==> src/design/bs2d_pkg.sv <==
// ---------------------------------------------------------------------------
// bs2d_pkg
// Shared types and constants of the two-dimensional box smoothing engine.
// ---------------------------------------------------------------------------
package bs2d_pkg;

	localparam int MAX_ROWS = 256;
	localparam int MAX_COLS = 256;
	localparam int MAX_HALF = 8;

	localparam int ROW_W    = 8;
	localparam int COL_W    = 8;
	localparam int SAMPLE_W = 16;
	localparam int HALF_W   = 4;
	localparam int DIM_W    = 9;
	localparam int CFG_W    = 9;

	localparam int STORE_ROW_W = $clog2(MAX_ROWS);
	localparam int STORE_COL_W = $clog2(MAX_COLS);
	localparam int ADDR_W      = STORE_ROW_W + STORE_COL_W;
	localparam int DEPTH       = MAX_ROWS * MAX_COLS;

	localparam int ROWS_LIMIT = (MAX_ROWS < 256) ? MAX_ROWS : 256;
	localparam int COLS_LIMIT = (MAX_COLS < 256) ? MAX_COLS : 256;

	// Window walk counters and signed window coordinates.
	localparam int SPAN_W  = $clog2(2 * MAX_HALF);
	localparam int COORD_W = DIM_W + 1;

	// Window sum and divisor widths.
	localparam int AREA_MAX = 4 * MAX_HALF * MAX_HALF;
	localparam int SUM_W    = SAMPLE_W + $clog2(AREA_MAX);
	localparam int DIV_W    = $clog2(AREA_MAX + 1);
	localparam int STEP_W   = $clog2(SUM_W);

	localparam logic [HALF_W-1:0] HALF_W_RESET = HALF_W'(1);
	localparam logic [HALF_W-1:0] HALF_H_RESET = HALF_W'(1);
	localparam logic [DIM_W-1:0]  COLS_RESET   = DIM_W'(256);
	localparam logic [DIM_W-1:0]  ROWS_RESET   = DIM_W'(256);

	typedef enum logic [1:0] {
		CFG_HALF_COLS = 2'd0,
		CFG_HALF_ROWS = 2'd1,
		CFG_IMG_COLS  = 2'd2,
		CFG_IMG_ROWS  = 2'd3
	} cfg_idx_t;

	typedef enum logic {
		FUNC_LOAD   = 1'b0,
		FUNC_SMOOTH = 1'b1
	} func_t;

	// Effective (clamped) window and image geometry.
	typedef struct packed {
		logic [HALF_W-1:0] half_w;
		logic [HALF_W-1:0] half_h;
		logic [DIM_W-1:0]  cols;
		logic [DIM_W-1:0]  rows;
	} win_cfg_t;

	function automatic logic [HALF_W-1:0] clamp_half(input logic [HALF_W-1:0] v);
		logic [HALF_W-1:0] r;
		r = v;
		if (v == '0)
			r = HALF_W'(1);
		else if (int'(v) > MAX_HALF)
			r = HALF_W'(MAX_HALF);
		return r;
	endfunction

	function automatic logic [DIM_W-1:0] clamp_dim(input logic [DIM_W-1:0] v,
		input logic [DIM_W-1:0] lim);
		logic [DIM_W-1:0] r;
		r = v;
		if (v == '0)
			r = DIM_W'(1);
		else if (v > lim)
			r = lim;
		return r;
	endfunction

endpackage

==> src/design/bs2d_div.sv <==
// ---------------------------------------------------------------------------
// bs2d_div
// Radix-2 restoring divider: signed window sum over the unsigned window
// area, one quotient bit per cycle, truncating toward zero.
// ---------------------------------------------------------------------------
module bs2d_div (
	input  logic                                 clk,
	input  logic                                 arst_n,
	input  logic                                 start,
	input  logic signed [bs2d_pkg::SUM_W-1:0]    dividend,
	input  logic [bs2d_pkg::DIV_W-1:0]           divisor,
	output logic                                 done,
	output logic signed [bs2d_pkg::SAMPLE_W-1:0] quotient
);

	logic                          busy_q;
	logic                          done_q;
	logic [bs2d_pkg::STEP_W-1:0]   cnt_q;
	logic                          neg_q;
	logic [bs2d_pkg::SUM_W-1:0]    quo_q;
	logic [bs2d_pkg::DIV_W-1:0]    rem_q;
	logic [bs2d_pkg::DIV_W-1:0]    div_q;

	logic [bs2d_pkg::DIV_W:0]      rem_sh;
	logic [bs2d_pkg::DIV_W:0]      rem_nx;
	logic                          ge;
	logic [bs2d_pkg::SAMPLE_W-1:0] mag;
	logic                          cnt_end;

	always_comb begin
		rem_sh  = {rem_q, quo_q[bs2d_pkg::SUM_W-1]};
		ge      = (rem_sh >= {1'b0, div_q});
		rem_nx  = ge ? (rem_sh - {1'b0, div_q}) : rem_sh;
		mag     = quo_q[bs2d_pkg::SAMPLE_W-1:0];
		cnt_end = (cnt_q == bs2d_pkg::STEP_W'(bs2d_pkg::SUM_W - 1));
	end

	assign done     = done_q;
	assign quotient = neg_q ? $signed(-mag) : $signed(mag);

	always_ff @(posedge clk or negedge arst_n) begin
		if (!arst_n) begin
			busy_q <= 1'b0;
			done_q <= 1'b0;
			cnt_q  <= '0;
		end else begin
			done_q <= busy_q && !start && cnt_end;
			if (start) begin
				busy_q <= 1'b1;
				cnt_q  <= '0;
			end else if (busy_q) begin
				cnt_q <= cnt_q + 1'b1;
				if (cnt_end)
					busy_q <= 1'b0;
			end
		end
	end

	always_ff @(posedge clk) begin
		if (start) begin
			neg_q <= dividend[bs2d_pkg::SUM_W-1];
			quo_q <= dividend[bs2d_pkg::SUM_W-1] ? -dividend : dividend;
			rem_q <= '0;
			div_q <= divisor;
		end else if (busy_q) begin
			quo_q <= {quo_q[bs2d_pkg::SUM_W-2:0], ge};
			rem_q <= rem_nx[bs2d_pkg::DIV_W-1:0];
		end
	end

endmodule

==> config.mk <==
export PLATFORM = sky130hd
export DESIGN_NAME = bs2d_div
export DESIGN_NICKNAME = d
export VERILOG_FILES = /design/src/design/bs2d_pkg.sv /design/src/design/bs2d_div.sv
export SDC_FILE = /design/constraint.sdc
export NUM_CORES = 1
export LEC_CHECK = 0
export BUFFER_PORTS_ARGS = -buffer_cell sky130_fd_sc_hd__buf_2
export CORE_ASPECT_RATIO = 1.4
export CORE_MARGIN = 2
export CORE_UTILIZATION = 57
export CTS_CLUSTER_SIZE = 16
export DETAILED_ROUTE_END_ITERATION = 7
export MAX_ROUTING_LAYER = met4
export PLACE_DENSITY = 0.8
export SKIP_CTS_REPAIR_TIMING = 1
export SLEW_MARGIN = 40
export SYNTH_ARGS = -nofsm -noshare
export SYNTH_HDL_FRONTEND = slang
export SYNTH_SLANG_ARGS = --single-unit
==> constraint.sdc <==
create_clock -name clk -period 2.8 [get_ports clk]
set_input_delay 0.84 -clock clk [delete_from_list [all_inputs] [get_ports clk]]
set_output_delay 0.84 -clock clk [all_outputs]
set_load 0.01 [all_outputs]
# Yosys cells after proc, flatten, opt, wreduce, memory -nomap -nowiden
# Index checks and enable logic that the tools add are counted.
totals:
  mem_bits_ro: 0
  memories: 0
  input_bits: 36
  elab_cells: 27
  ram_bits: 0
  latchBits: 0
  ff_bits: 50
classes:
  mux: 10
  n_reduce_logical: 4
  n_bitwise: 0
  eq_ne: 1
  n_addsub: 4
  n_mul: 0
  div: 0
  magnitude_cmp: 1
  n_shift: 0
op_table:
  columns: ["op", "count"]
  rows:
  - ["24-bit 2-to-1 mux", 3]
  - ["24-bit negation", 1]
  - ["16-bit 2-to-1 mux", 1]
  - ["16-bit negation", 1]
  - ["10-bit by 9-bit greater-or-equal comparator with 1-bit output", 1]
  - ["5-bit 2-to-1 mux", 2]
  - ["9-bit 2-to-1 mux", 1]
  - ["9-bit subtractor", 1]
  - ["5-bit by 1-bit adder with 5-bit output (second input constant)", 1]
  - ["5-bit == test (second input constant)", 1]
  - ["1-bit 2-to-1 mux", 3]
  - ["1-bit logical AND", 2]
  - ["2-bit nonzero test", 1]
  - ["1-bit logical NOT", 1]

# Depth between registers and ports, before layout
logic_depth:
  depth_word: 4
  ltp_mapped: 9

# Worst setup path after synthesis
# No wires, ideal clock.
synth_path:
  path_type: "input to register"
  start: "input dividend[17] (netlist name)"
  end: "register quo_q[21] (netlist name) (data pin)"
  setup_slack_ns: 0.421
  required_time_ns: 2.530
  path_buffers: 0
  arrival_ns: 2.109
  path_stages: 5
  cell_sequence: "nor4_1 -> or4b_1 -> o21ai_0 -> xor2_1 -> a21oi_1"
synth_between:
  elab_chain_len: 3
synth_rtl:
  columns: ["item", "line_no", "source"]
  rows:
  - ["from (decl)", "bs2d_div.sv:10", "input logic signed [bs2d_pkg::SUM_W-1:0] dividend,"]
  - ["24-bit negation", "bs2d_div.sv:62", "quo_q <= dividend[bs2d_pkg::SUM_W-1] ? -dividend : dividend;"]
  - ["24-bit 2-to-1 mux", "bs2d_div.sv:62", null]
  - ["24-bit 2-to-1 mux", "bs2d_div.sv:60", "if (start) begin"]
  - ["to (signal assigned)", "bs2d_div.sv:62", null]
  - ["to (signal assigned)", "bs2d_div.sv:66", "quo_q <= {quo_q[bs2d_pkg::SUM_W-2:0], ge};"]
  - ["to (decl)", "bs2d_div.sv:20", "logic [bs2d_pkg::SUM_W-1:0] quo_q;"]
# No other way between the ends.
# A chain may end at the register's enable or synchronous reset.

# Final worst setup path
layout_path:
  start: "register quo_q[0] (netlist name)"
  end: "output quotient[13] (netlist name)"
layout_between:
  elab_chain_len: 2
layout_rtl:
  columns: ["item", "line_no", "source"]
  rows:
  - ["16-bit negation", "bs2d_div.sv:39", "assign quotient = neg_q ? $signed(-mag) : $signed(mag);"]
  - ["16-bit 2-to-1 mux", "bs2d_div.sv:39", null]
  - ["to (decl)", "bs2d_div.sv:13", "output logic signed [bs2d_pkg::SAMPLE_W-1:0] quotient"]
# No other way between the ends.

==> results.md <==
- The sequential area share after synthesis is 42.5%.
- The final layout contains 448 nets.
- After synthesis the netlist holds a flip-flop and latch count of 50.
- The area of the mapped netlist is 0.00324 mm2.
- The required time of the critical path is 1960 ps.
- The H-tree level count is 2.
- The number of iterations in the first detailed-routing pass is 4.
- The number of cells after detailed placement is 451.
- After detailed routing, the average wire length per cell comes to 14.5 um.
- The core region area is 0.00549 mm2.
- The worst-case headroom to the max-slew limit is 62.6%.
- The core occupancy in the finished layout is 69.3%.
- Cells with a size suffix above 1 make up 23.8% of the layout.
- The final number of hold-violating endpoints is 0.
- The number of enable flip-flop cells after synthesis is 34.
- Data on the critical path arrives at its endpoint at 1980 ps.
- The detailed router placed 2728 vias in this run.
- The clock tree from TritonCTS is built.
- The via-per-instance ratio is 5.83.
- The final critical-path share of the clock period is 101%.
- The tree is rooted in a sky130_fd_sc_hd__clkbuf_8.
- The number of max-slew violations in the final report is 0.
- The checks that failed: setup timing.
- The critical path in this run is classified as flip-flop to output pin.
- Entering global routing, the biggest net connects 41 pins.
- The buffer depth of the longest clock path is 2.
- The number of standard cells in the layout, taps in and fillers out is 468.
- The minimum clock period is 2820 ps.
- Setup repair after global routing could not meet its margin everywhere.
- After layout, the worst setup slack is -17.4 ps.
- During I/O placement, the number of pins put on the boundary was 53.
- The count of cell types in the netlist is 49.
- Setup violations remaining at the end of the flow were counted as 1.
- The area growth from synthesis to layout is 17.5%.
- The HPWL after detailed placement is 5030 um.
- The power per cell area is 676 mW/mm2.
- Timing would allow up to 0.355 GHz.
- VDD sags by at most 0.392 mV.
- During placement, the flow inserted port buffers numbering 52.
- The proportion of register bits with asynchronous set or reset after synthesis is 14.0%.
- In the routed design, unresolved DRC markers number 0.
- The most frequent standard cell in the layout excluding fill and tap cells is sky130_fd_sc_hd__buf_2.
- TritonCTS created 5 clock buffers.
- The endpoint type of the worst setup path is an output pin.
- Routability-driven placement finished with a final weighted congestion of 0.866.
- The number of sinks driven by the clock tree is 50.
- For this configuration, the core starts out at a cell density of 59.0%.
- The clock reaches the later pin of the worst-skew pair after 300 ps.
- Clock-pin slew was measured on the worst setup and hold paths at 100 ps.
- The number of warnings reported in the yosys synthesis log is 0.
- The remaining global-route overflow is 0.
- The count of antenna-violating nets left after detailed routing is 0.
- The average cell area after synthesis is 9.63 um2.
- The final antenna diode count is 0.
- Summed over all layers, the routed wires come to 6770 um.
- The flow ran to the end, but the final reports show violations.
- The worst hold path belongs to the class input pin to asynchronous set/reset pin.
- Across the routed clock network, the largest skew measured is 6.39 ps.
- The library cells used most frequently in the layout, excluding fill and tap cells, are sky130_fd_sc_hd__buf_2 (52), sky130_fd_sc_hd__nor2_1 (41), sky130_fd_sc_hd__edfxtp_1 (34).
- The number of nets handed over by synthesis was 385.
- Along the worst path, the maximum fanout reaches 4.
- The startpoint kind of the worst setup timing path is a flip-flop.
- The floorplan step set the die height to 93.1 um.
- The die is 67.7 um wide.
- Max-cap violations in this run came to 0.
- The leakage power total is 1.56 nW.
- The floorplan row count is 32.
- After the first detailed-routing iteration, the DRC count stood at 133.
- The transition time at the pin with the least slew margin is 561 ps.
- The number of global-route vias before repair is 2605.
- In the synthesized netlist the dominant register cell turns out to be sky130_fd_sc_hd__edfxtp_1.
- Synthesis produced 336 cells.
- The initial antenna violation count was 0.
- The floorplan step defined a die boundary enclosing 0.00630 mm2.
- Global routing used 24.3% of the available tracks across all layers.
- The design draws 2.57 mW.
- The global-route wire length before repair is 11500 um.
cell families (layout without fill, tap and decap cells):
logic type      count (synthesis)  count (layout)  synth area share (%)
compound gates                 81              81                  16.9
mux                             8               8                  2.47
xor+xnor                       43              43                  11.6
buf+inv                        34              98                  4.10
flops                          50              50                  42.5
fa+ha+maj                      13              13                  5.26
simple gates                  107             107                  17.1
metal layers:
| layer | part of all wire [%] | vias up | track usage (%) | routed length, um |
|---|---|---|---|---|
| met2 | 53 | 57 | 41.7 | 3620 |
| met5 | 0 | - | - | 0 |
| met4 | 2.0 | 0 | 8.50 | 136 |
| met3 | 3.4 | 12 | 3.49 | 228 |
| met1 | 41 | 1311 | 28.6 | 2790 |
| li1 | - | 1348 | - | - |
state kept, by name, indices dropped and copies added, names as in the netlist:
name / count
neg_q: 1
quo_q: 24
cnt_q: 5
busy_q: 1
done: 1
div_q: 9
rem_q: 9
layout make-up:
| type | count | area (um2) |
|---|---|---|
| Sequential cell | 50 | 1380 |
| Inverter | 19 | 71.3 |
| Timing Repair Buffer | 71 | 403 |
| Tap cell | 68 | 85.1 |
| Multi-Input combinational cell | 252 | 1780 |
| Fill cell | 401 | 1680 |
| Clock inverter | 3 | 21.3 |
| Clock buffer | 5 | 68.8 |
path summary, 6_finish.rpt:
kind	from	endpoint	slack [ps]	cells after the start
min in group clk	rem_q[2]$_SDFFE_PP0P_	rem_q[2]$_SDFFE_PP0P_	510	2
min reg2reg	rem_q[2]$_SDFFE_PP0P_	rem_q[2]$_SDFFE_PP0P_	510	2
max reg2reg	quo_q[23]$_DFFE_PP_	rem_q[7]$_SDFFE_PP0P_	270	9
max in group asynchronous	arst_n	cnt_q[2]$_DFFE_PN0P_	2310	1
min	arst_n	cnt_q[1]$_DFFE_PN0P_	340	1
max	quo_q[0]$_DFFE_PP_	quotient[13]	-20	7
power by group:
part	total, mW	switching [mW]	internal (mW)
combinational	1.11	0.598	0.509
clock	0.432	0.252	0.181
sequential	1.03	0.110	0.923
total	2.57	0.959	1.61
critical path: stages (launching register included):
cell	delay [ps]
sky130_fd_sc_hd__edfxtp_1	450
sky130_fd_sc_hd__buf_4	170
sky130_fd_sc_hd__nor3_2	170
sky130_fd_sc_hd__nand4_1	140
sky130_fd_sc_hd__buf_4	190
sky130_fd_sc_hd__o41ai_2	230
sky130_fd_sc_hd__xnor2_1	170
sky130_fd_sc_hd__buf_2	160
cells in the mapped netlist (all sizes together) (3+ instances only):
library cell / number / area [um2]
nor2: 41 / 154
edfxtp: 34 / 1020
a21oi: 30 / 150
xor2: 27 / 236
nand2: 20 / 75.1
inv: 19 / 71.3
xnor2: 16 / 140
ha: 12 / 150
o21ai: 12 / 60.1
o31ai: 12 / 95.1
clkbuf: 11 / 41.3
dfxtp: 9 / 180
mux2i: 8 / 80.1
nand3: 8 / 40.0
dfrtp: 7 / 175
a211oi: 6 / 50.1
nand4: 6 / 37.5
nand2b: 5 / 31.3
o41ai: 5 / 43.8
a311oi: 4 / 35.0
buf: 4 / 20.0
nor2b: 4 / 25.0
nor3: 4 / 20.0
nor4: 4 / 31.3
o211ai: 4 / 43.8
nand4b: 3 / 41.3
nor3b: 3 / 22.5
per-stage QoR:
step	worst slack (ps)	setup TNS, ps	area (um2)	hold slack (ps)
floorplan	421	0	3240	463
global placement	141	0	3590	476
detailed placement	59.6	0	3590	491
CTS	-104	-256	3680	338
global route	-134	-530	3800	325
finish	-17.4	-17.4	3800	341
Power figures use the tool's default switching activity.
