<file path="src/design/bs2d_pkg.sv">
// ---------------------------------------------------------------------------
// bs2d_pkg
// Shared types and constants of the two-dimensional box smoothing engine.
// ---------------------------------------------------------------------------
package bs2d_pkg;

	localparam int MAX_ROWS = 256;
	localparam int MAX_COLS = 256;
	localparam int MAX_HALF = 8;

	localparam int ROW_W    = 8;
	localparam int COL_W    = 8;
	localparam int SAMPLE_W = 16;
	localparam int HALF_W   = 4;
	localparam int DIM_W    = 9;
	localparam int CFG_W    = 9;

	localparam int STORE_ROW_W = $clog2(MAX_ROWS);
	localparam int STORE_COL_W = $clog2(MAX_COLS);
	localparam int ADDR_W      = STORE_ROW_W + STORE_COL_W;
	localparam int DEPTH       = MAX_ROWS * MAX_COLS;

	localparam int ROWS_LIMIT = (MAX_ROWS < 256) ? MAX_ROWS : 256;
	localparam int COLS_LIMIT = (MAX_COLS < 256) ? MAX_COLS : 256;

	// Window walk counters and signed window coordinates.
	localparam int SPAN_W  = $clog2(2 * MAX_HALF);
	localparam int COORD_W = DIM_W + 1;

	// Window sum and divisor widths.
	localparam int AREA_MAX = 4 * MAX_HALF * MAX_HALF;
	localparam int SUM_W    = SAMPLE_W + $clog2(AREA_MAX);
	localparam int DIV_W    = $clog2(AREA_MAX + 1);
	localparam int STEP_W   = $clog2(SUM_W);

	localparam logic [HALF_W-1:0] HALF_W_RESET = HALF_W'(1);
	localparam logic [HALF_W-1:0] HALF_H_RESET = HALF_W'(1);
	localparam logic [DIM_W-1:0]  COLS_RESET   = DIM_W'(256);
	localparam logic [DIM_W-1:0]  ROWS_RESET   = DIM_W'(256);

	typedef enum logic [1:0] {
		CFG_HALF_COLS = 2'd0,
		CFG_HALF_ROWS = 2'd1,
		CFG_IMG_COLS  = 2'd2,
		CFG_IMG_ROWS  = 2'd3
	} cfg_idx_t;

	typedef enum logic {
		FUNC_LOAD   = 1'b0,
		FUNC_SMOOTH = 1'b1
	} func_t;

	// Effective (clamped) window and image geometry.
	typedef struct packed {
		logic [HALF_W-1:0] half_w;
		logic [HALF_W-1:0] half_h;
		logic [DIM_W-1:0]  cols;
		logic [DIM_W-1:0]  rows;
	} win_cfg_t;

	function automatic logic [HALF_W-1:0] clamp_half(input logic [HALF_W-1:0] v);
		logic [HALF_W-1:0] r;
		r = v;
		if (v == '0)
			r = HALF_W'(1);
		else if (int'(v) > MAX_HALF)
			r = HALF_W'(MAX_HALF);
		return r;
	endfunction

	function automatic logic [DIM_W-1:0] clamp_dim(input logic [DIM_W-1:0] v,
		input logic [DIM_W-1:0] lim);
		logic [DIM_W-1:0] r;
		r = v;
		if (v == '0)
			r = DIM_W'(1);
		else if (v > lim)
			r = lim;
		return r;
	endfunction

endpackage

</file>
<file path="src/design/bs2d_win.sv">
// ---------------------------------------------------------------------------
// bs2d_win
// Window walker: reads the 2H x 2W window one sample per cycle from the
// image store and accumulates the samples that lie inside the image.
// ---------------------------------------------------------------------------
module bs2d_win (
	input  logic                               clk,
	input  logic                               arst_n,
	input  logic                               start,
	input  logic [bs2d_pkg::ROW_W-1:0]         row,
	input  logic [bs2d_pkg::COL_W-1:0]         col,
	input  bs2d_pkg::win_cfg_t                 cfg,
	output logic                               rd_en,
	output logic [bs2d_pkg::ADDR_W-1:0]        rd_addr,
	input  logic [bs2d_pkg::SAMPLE_W-1:0]      rd_data,
	output logic                               done,
	output logic signed [bs2d_pkg::SUM_W-1:0]  sum
);

	logic                              busy_q;
	logic [bs2d_pkg::SPAN_W-1:0]       ri_q;
	logic [bs2d_pkg::SPAN_W-1:0]       ci_q;
	logic [bs2d_pkg::ROW_W-1:0]        row_q;
	logic [bs2d_pkg::COL_W-1:0]        col_q;
	bs2d_pkg::win_cfg_t                cfg_q;
	logic                              vld_s1;
	logic                              inr_s1;
	logic                              last_s1;
	logic                              done_s2;
	logic signed [bs2d_pkg::SUM_W-1:0] acc_q;

	logic signed [bs2d_pkg::COORD_W-1:0] r_pos;
	logic signed [bs2d_pkg::COORD_W-1:0] c_pos;
	logic [bs2d_pkg::SPAN_W-1:0]         ri_last;
	logic [bs2d_pkg::SPAN_W-1:0]         ci_last;
	logic                                row_in;
	logic                                col_in;
	logic                                col_end;
	logic                                last;

	always_comb begin
		r_pos = $signed(bs2d_pkg::COORD_W'(row_q)) - $signed(bs2d_pkg::COORD_W'(cfg_q.half_h))
			+ $signed(bs2d_pkg::COORD_W'(ri_q));
		c_pos = $signed(bs2d_pkg::COORD_W'(col_q)) - $signed(bs2d_pkg::COORD_W'(cfg_q.half_w))
			+ $signed(bs2d_pkg::COORD_W'(ci_q));
		ri_last = bs2d_pkg::SPAN_W'({cfg_q.half_h, 1'b0} - 1'b1);
		ci_last = bs2d_pkg::SPAN_W'({cfg_q.half_w, 1'b0} - 1'b1);
		row_in  = !r_pos[bs2d_pkg::COORD_W-1] && (r_pos[bs2d_pkg::DIM_W-1:0] < cfg_q.rows);
		col_in  = !c_pos[bs2d_pkg::COORD_W-1] && (c_pos[bs2d_pkg::DIM_W-1:0] < cfg_q.cols);
		col_end = (ci_q == ci_last);
		last    = col_end && (ri_q == ri_last);
	end

	// Out-of-image positions still issue a read; their data is dropped.
	assign rd_en   = busy_q;
	assign rd_addr = {r_pos[bs2d_pkg::STORE_ROW_W-1:0], c_pos[bs2d_pkg::STORE_COL_W-1:0]};
	assign done    = done_s2;
	assign sum     = acc_q;

	always_ff @(posedge clk or negedge arst_n) begin
		if (!arst_n) begin
			busy_q  <= 1'b0;
			ri_q    <= '0;
			ci_q    <= '0;
			vld_s1  <= 1'b0;
			last_s1 <= 1'b0;
			done_s2 <= 1'b0;
		end else begin
			vld_s1  <= busy_q;
			last_s1 <= busy_q && last;
			done_s2 <= vld_s1 && last_s1;
			if (start) begin
				busy_q <= 1'b1;
				ri_q   <= '0;
				ci_q   <= '0;
			end else if (busy_q) begin
				if (last)
					busy_q <= 1'b0;
				if (col_end) begin
					ci_q <= '0;
					ri_q <= ri_q + 1'b1;
				end else begin
					ci_q <= ci_q + 1'b1;
				end
			end
		end
	end

	always_ff @(posedge clk) begin
		inr_s1 <= row_in && col_in;
		if (start) begin
			row_q <= row;
			col_q <= col;
			cfg_q <= cfg;
			acc_q <= '0;
		end else if (vld_s1 && inr_s1) begin
			acc_q <= acc_q + bs2d_pkg::SUM_W'($signed(rd_data));
		end
	end

endmodule

</file>
<file path="config.mk">
export PLATFORM = sky130hd
export DESIGN_NAME = bs2d_win
export DESIGN_NICKNAME = d
export VERILOG_FILES = /design/src/design/bs2d_pkg.sv /design/src/design/bs2d_win.sv
export SDC_FILE = /design/constraint.sdc
export NUM_CORES = 1
export LEC_CHECK = 0
export BUFFER_PORTS_ARGS = -buffer_cell sky130_fd_sc_hd__buf_4
export CAP_MARGIN = 15
export CORE_ASPECT_RATIO = 1.75
export CORE_MARGIN = 2
export CORE_UTILIZATION = 51
export DETAILED_ROUTE_END_ITERATION = 16
export PLACE_DENSITY = 0.77
export SLEW_MARGIN = 20
export SYNTH_ARGS = -nofsm -noshare
export SYNTH_HDL_FRONTEND = slang
export SYNTH_SLANG_ARGS = --single-unit
export TNS_END_PERCENT = 20
</file>
<file path="constraint.sdc">
create_clock -name clk -period 4.3 [get_ports clk]
set_input_delay 0.86 -clock clk [delete_from_list [all_inputs] [get_ports clk]]
set_output_delay 0.86 -clock clk [all_outputs]
set_load 0.1 [all_outputs]
</file>
; ---- After elaboration in Yosys (flattened, before gate mapping)
; Cells that the tools add are included.
[word_totals]
reg_bits = 79
inputBits = 61
out_inout_bits = 42
elab_cells = 48
[op_classes]
addsub = 9
order_cmp = 2
n_eq_ne = 2
n_mux = 9
reduce_logical = 12
[ops]
columns = operator, count
row1 = adder 24 x 16 -> 24 bit, 1
row2 = two-way mux 4 bit, 6
row3 = adder 9 x 5 -> 10 bit, 2
row4 = less-than comparator 9 bit, 2
row5 = subtractor 8 x 4 -> 9 bit, 2
row6 = "adder 4 x 1 -> 4 bit, second input constant", 2
row7 = equality test 4 bit, 2
row8 = "subtractor 4 x 1 -> 4 bit, second input constant", 2
row9 = logical AND 1 bit, 7
row10 = nonzero test 2 bit, 2
row11 = two-way mux 1 bit, 3
row12 = zero test 1 bit, 2
row13 = AND reduction 2 bit, 1

; ---- Depth between registers and ports, before layout
[logic_depth]
ltp_word = 6
mapped_depth = 19
ltp_nobuf = 19

; ---- Least setup slack after synthesis
; OpenSTA, ideal clock, no wires.
[synth_path]
path_kind = reg-to-reg
startpoint = register cfg_q[18] (netlist bit)
endpoint = register inr_s1
setup_time_ns = 0.091
t_arrival_ns = 5.025
required_time_ns = 4.209
setup_slack_ns = -0.816
path_stages_with_launch = 16
n_path_buf = 0
period_less_slack_ns = 5.116
path_cell_list = edfxtp_1 > ha_1 > fa_1 > fa_1 > inv_1 > a21oi_1 > o21bai_1 > xor2_1 > xnor2_1 > ha_1 > a21o_1 > a211oi_1 > o21ai_0 > o2111ai_1 > nand4_1 > a311oi_1
[synth_via]
elab_chain_len = 5
elab_cells_between_ends = 6
classes_between = add/sub (2) / order compare (1) / reduce/logical (3)
[synth_lines]
columns = item, line
row1 = "start, declared", bs2d_win.sv:25  ; bs2d_pkg::win_cfg_t cfg_q;
row2 = "start signal, assigned", bs2d_win.sv:94  ; cfg_q <= cfg;
row3 = subtractor 8 x 4 -> 9 bit, bs2d_win.sv:42  ; r_pos = $signed(bs2d_pkg::COORD_W'(row_q)) - $signed(bs2d_pkg::COORD_W'(cfg_q.half_h))
row4 = adder 9 x 5 -> 10 bit, bs2d_win.sv:43  ; + $signed(bs2d_pkg::COORD_W'(ri_q));
row5 = "via rd_addr, one bit", bs2d_win.sv:14  ; output logic [bs2d_pkg::ADDR_W-1:0] rd_addr,
row6 = less-than comparator 9 bit, bs2d_win.sv:48  ; row_in = !r_pos[bs2d_pkg::COORD_W-1] && (r_pos[bs2d_pkg::DIM_W-1:0] < cfg_q.rows);
row7 = logical AND 1 bit, bs2d_win.sv:48
row8 = logical AND 1 bit, bs2d_win.sv:90  ; inr_s1 <= row_in && col_in;
row9 = "end signal, assigned", bs2d_win.sv:90
row10 = "end, declared", bs2d_win.sv:27  ; logic inr_s1;
; The timed path passes the listed nets, and every way through them passes these cells.
; A chain may end at the register's enable or synchronous reset.

; ---- Worst setup path in the final report
[layout_path]
startpoint = register cfg_q[22] (netlist bit)
endpoint = output rd_addr[7] (netlist bit)
[layout_via]
elab_chain_len = 2
[layout_lines]
columns = item, line
row1 = subtractor 8 x 4 -> 9 bit, bs2d_win.sv:44  ; c_pos = $signed(bs2d_pkg::COORD_W'(col_q)) - $signed(bs2d_pkg::COORD_W'(cfg_q.half_w))
row2 = adder 9 x 5 -> 10 bit, bs2d_win.sv:45  ; + $signed(bs2d_pkg::COORD_W'(ci_q));
row3 = "end, declared", bs2d_win.sv:14
; Every way passes these cells.

==> impl_metrics.env <==
export IMPL_holdWs_ps=347
export IMPL_global_route_usage_met2=0.452
export IMPL_die_width_um=81.3
export IMPL_path_common_cell="ha_1"
export IMPL_grtUsageMet1=0.226
export IMPL_dr_first_iter_drc_count=239
export IMPL_ys_seq_area_frac=0.387
export IMPL_syn_instance_count=553
export IMPL_rsz0062_at_grt="yes"
export IMPL_min_period_over_period=0.972
export IMPL_leakage_nw=3.05
export IMPL_grt_pass1_vias=4720
export IMPL_r2r_end="inr_s1"
export IMPL_overflow=0
export IMPL_met3_usage=0.0430
export IMPL_vias=4598
export IMPL_wl_per_cell_um=16.8
export IMPL_grtUsageTotal=0.237
export IMPL_cts_tree="built"
export IMPL_reg2reg_from="cfg_q[18]"
export IMPL_core_area_mm2=0.0102
export IMPL_period_minus_slack_ps=4180
export IMPL_fill_cells=840
export IMPL_hold_viol_final=0
export IMPL_initial_core_util=0.520
export IMPL_synth_flop_cell="edfxtp_1"
export IMPL_yosysTopAreaCell="edfxtp_1"
export IMPL_syn_area_mm2=0.00533
export IMPL_place_area_mm2=0.00623
export IMPL_fin_area_mm2=0.00659
export IMPL_cellPowerDensity_mw_per_mm2=675
export IMPL_cp_arrival_ps=3320
export IMPL_yosysTopAreaCellShare=0.237
export IMPL_worstPathCellList="ha_1, fa_1, inv_1, ha_1, a21o_1, a21oi_1, nor2b_1, o22ai_2, nand2_1, a31oi_2, xnor2_2, buf_6"
export IMPL_max_freq_mhz=239
export IMPL_cp_start_kind="flop"
export IMPL_fp_dieH_um=139
export IMPL_cp_end_kind="output port"
export IMPL_n_antenna_cell=0
export IMPL_synth_most_common_cell="ha_1"
export IMPL_synth_common_cells="ha_1, inv_1, nand2_1"
export IMPL_via_per_inst=5.84
export IMPL_path_delay_family="adder cells"
export IMPL_drv_slew=0
export IMPL_status="finished clean"
export IMPL_slowest_delay_ps=530
export IMPL_ys_seq_elements=79
export IMPL_layout_nets=781
export IMPL_ys_types=73
export IMPL_cp_required_ps=3440
export IMPL_numClockSinks=79
export IMPL_rrSetupSlack_ps=290
export IMPL_clock_path_buffers=2
export IMPL_yosys_top_cells_area="edfxtp_1, ha_1, dfxtp_1"
export IMPL_tightestPinTransition_ps=893
export IMPL_power_w=0.00445
export IMPL_critPathMaxFanout=5
export IMPL_path_clk_slew_ps=60
export IMPL_portBuffers=102
export IMPL_cp_buffers_inverters=2
export IMPL_relSlewSlack=0.403
export IMPL_grt_pass1_wl_mm=20.7
export IMPL_drcViolationCount=0
export IMPL_antenna_found_initial=0
export IMPL_top_usage_layer="met2"
export IMPL_totalWireLength_mm=13.3
export IMPL_htree_levels=3
export IMPL_synth_avg_cell_area_um2=9.63
export IMPL_clock_latency_ps=340
export IMPL_drv_cap=0
export IMPL_dieArea_mm2=0.0113
export IMPL_mappedNetlistNets=678
export IMPL_synthToLayoutAreaGrowth_pct=23.7
export IMPL_async_reset_ff_frac=0.152
export IMPL_reg2reg_depth=17
export IMPL_first_pass_iters=5
export IMPL_hp_class="in -> async"
export IMPL_criticalPathCategory="reg -> out"
export IMPL_synth_edff_count=42
export IMPL_cts_root_buf="clkbuf_16"
export IMPL_hpwl_mm=10.1
export IMPL_yosys_warnings=0
export IMPL_row_count=49
export IMPL_crit_path_top_delay_cell="fa_1"
export IMPL_place_congestion=0.927
export IMPL_setup_viol_count_final=0
export IMPL_grt_max_degree=62
export IMPL_ant_nets=0
export IMPL_num_io_pins=103
export IMPL_skew_ps=3.95
export IMPL_drive_gt1_frac=0.227
export IMPL_numCtsBuffers=9
export IMPL_max_vdd_ir_drop_v=0.000564
-- cell usage in the layout (no fill, tap or decap), drive strengths merged, types with 4 or more instances in the layout --
cell / n
and2: 7
a31oi: 5
nor2: 28
ha: 59
inv: 54
nand2b: 5
edfxtp: 42
o21ai: 35
o2111ai: 4
and3: 5
o21a: 8
nand4: 8
clkbuf: 12
clkinv: 4
a21oi: 41
or2: 5
buf: 105
a21o: 13
dfrtp: 12
xnor2: 26
xor2: 16
a211oi: 7
fa: 5
dfxtp: 25
nand2: 46
nand3: 19
nor3: 10
o211ai: 7
o21bai: 4
nor2b: 8
-- layer usage --
metal | share of wire | routed length, µm | up-vias
met3 | 0.044 | 586 | 49
met4 | 0.044 | 586 | 0
met5 | 0 | 0 | -
met1 | 0.35 | 4580 | 2200
li1 | - | - | 2201
met2 | 0.57 | 7520 | 148
-- sequential cells by signal (all words and copies together) (netlist names), 4 cells and up --
name,flops
col_q,8
ri_q,4
cfg_q,26
sum,24
row_q,8
ci_q,4
-- cell families (layout without fill, tap and decap cells) --
| kind of cell | count (synthesis) | in the layout | share of synthesized area |
|---|---|---|---|
| flip-flops | 79 | 79 | 0.387 |
| buffers and inverters | 68 | 176 | 0.0498 |
| multiplexers | 2 | 2 | 0.00376 |
| XOR/XNOR | 43 | 43 | 0.0733 |
| AND/OR/NAND/NOR | 152 | 152 | 0.148 |
| adder cells (fa/ha/maj) | 64 | 64 | 0.157 |
| AO/OA/AOI/OAI | 145 | 145 | 0.180 |
-- cell type report --
type | instances | area (µm²) | share of cell area
clock buffer | 12 | 256 | 0.0389
clock inverter | 4 | 43.8 | 0.00664
inverter | 55 | 206 | 0.0313
multi-input combinational | 406 | 3060 | 0.464
sequential | 79 | 2060 | 0.313
tap | 127 | 159 | 0.0241
timing repair buffer | 105 | 808 | 0.123
-- worst max-delay path by stage --
| stage | startpoint | endpoint | slack (ps) | depth (start not counted) |
|---|---|---|---|---|
| 6_report | cfg_q[22] | rd_addr[7] | 120 | 12 |
| 5_1_grt | cfg_q[18] | rd_addr[13] | -30 | 12 |
| 4_1_cts | cfg_q[18] | rd_addr[13] | 30 | 12 |
| 3_5_place_dp | cfg_q[18] | inr_s1 | 270 | 17 |
| 3_3_place_gp | cfg_q[18] | rd_addr[13] | 470 | 12 |
| 2_1_floorplan | cfg_q[18] | inr_s1 | -420 | 14 |
-- repair_timing --
| item | CTS | global route |
|---|---|---|
| hold endpoints to repair | 0 | 0 |
| endpoints found under the setup margin | 3 | 6 |
| cloned | 0 | 0 |
| buffers inserted | 0 | 2 |
| pin swaps | 0 | 1 |
| hold buffers | 0 | 0 |
| resized for setup | 6 | 6 |
-- where the power goes --
| group | switching [W] | total [W] | internal [W] | leakage (nW) |
|---|---|---|---|---|
| logic | 0.00187 | 0.00262 | 0.000746 | 2.12 |
| clock network | 0.000295 | 0.000772 | 0.000477 | 0.150 |
| registers | 0.000117 | 0.00106 | 0.000939 | 0.773 |
-- per-stage QoR --
step / setup WS, ps / setup TNS, ps / std cells / utilization
after floorplan: -417 / -1230 / 553 / -
after global placement: 466 / 0 / 770 / 0.609
after detailed placement: 273 / 0 / 770 / 0.609
after CTS: 25.2 / 0 / 786 / 0.640
after global routing: -31.6 / -40.5 / 788 / 0.644
final: 122 / 0 / 788 / 0.644
No activity file was read; power rests on OpenSTA's default activity.
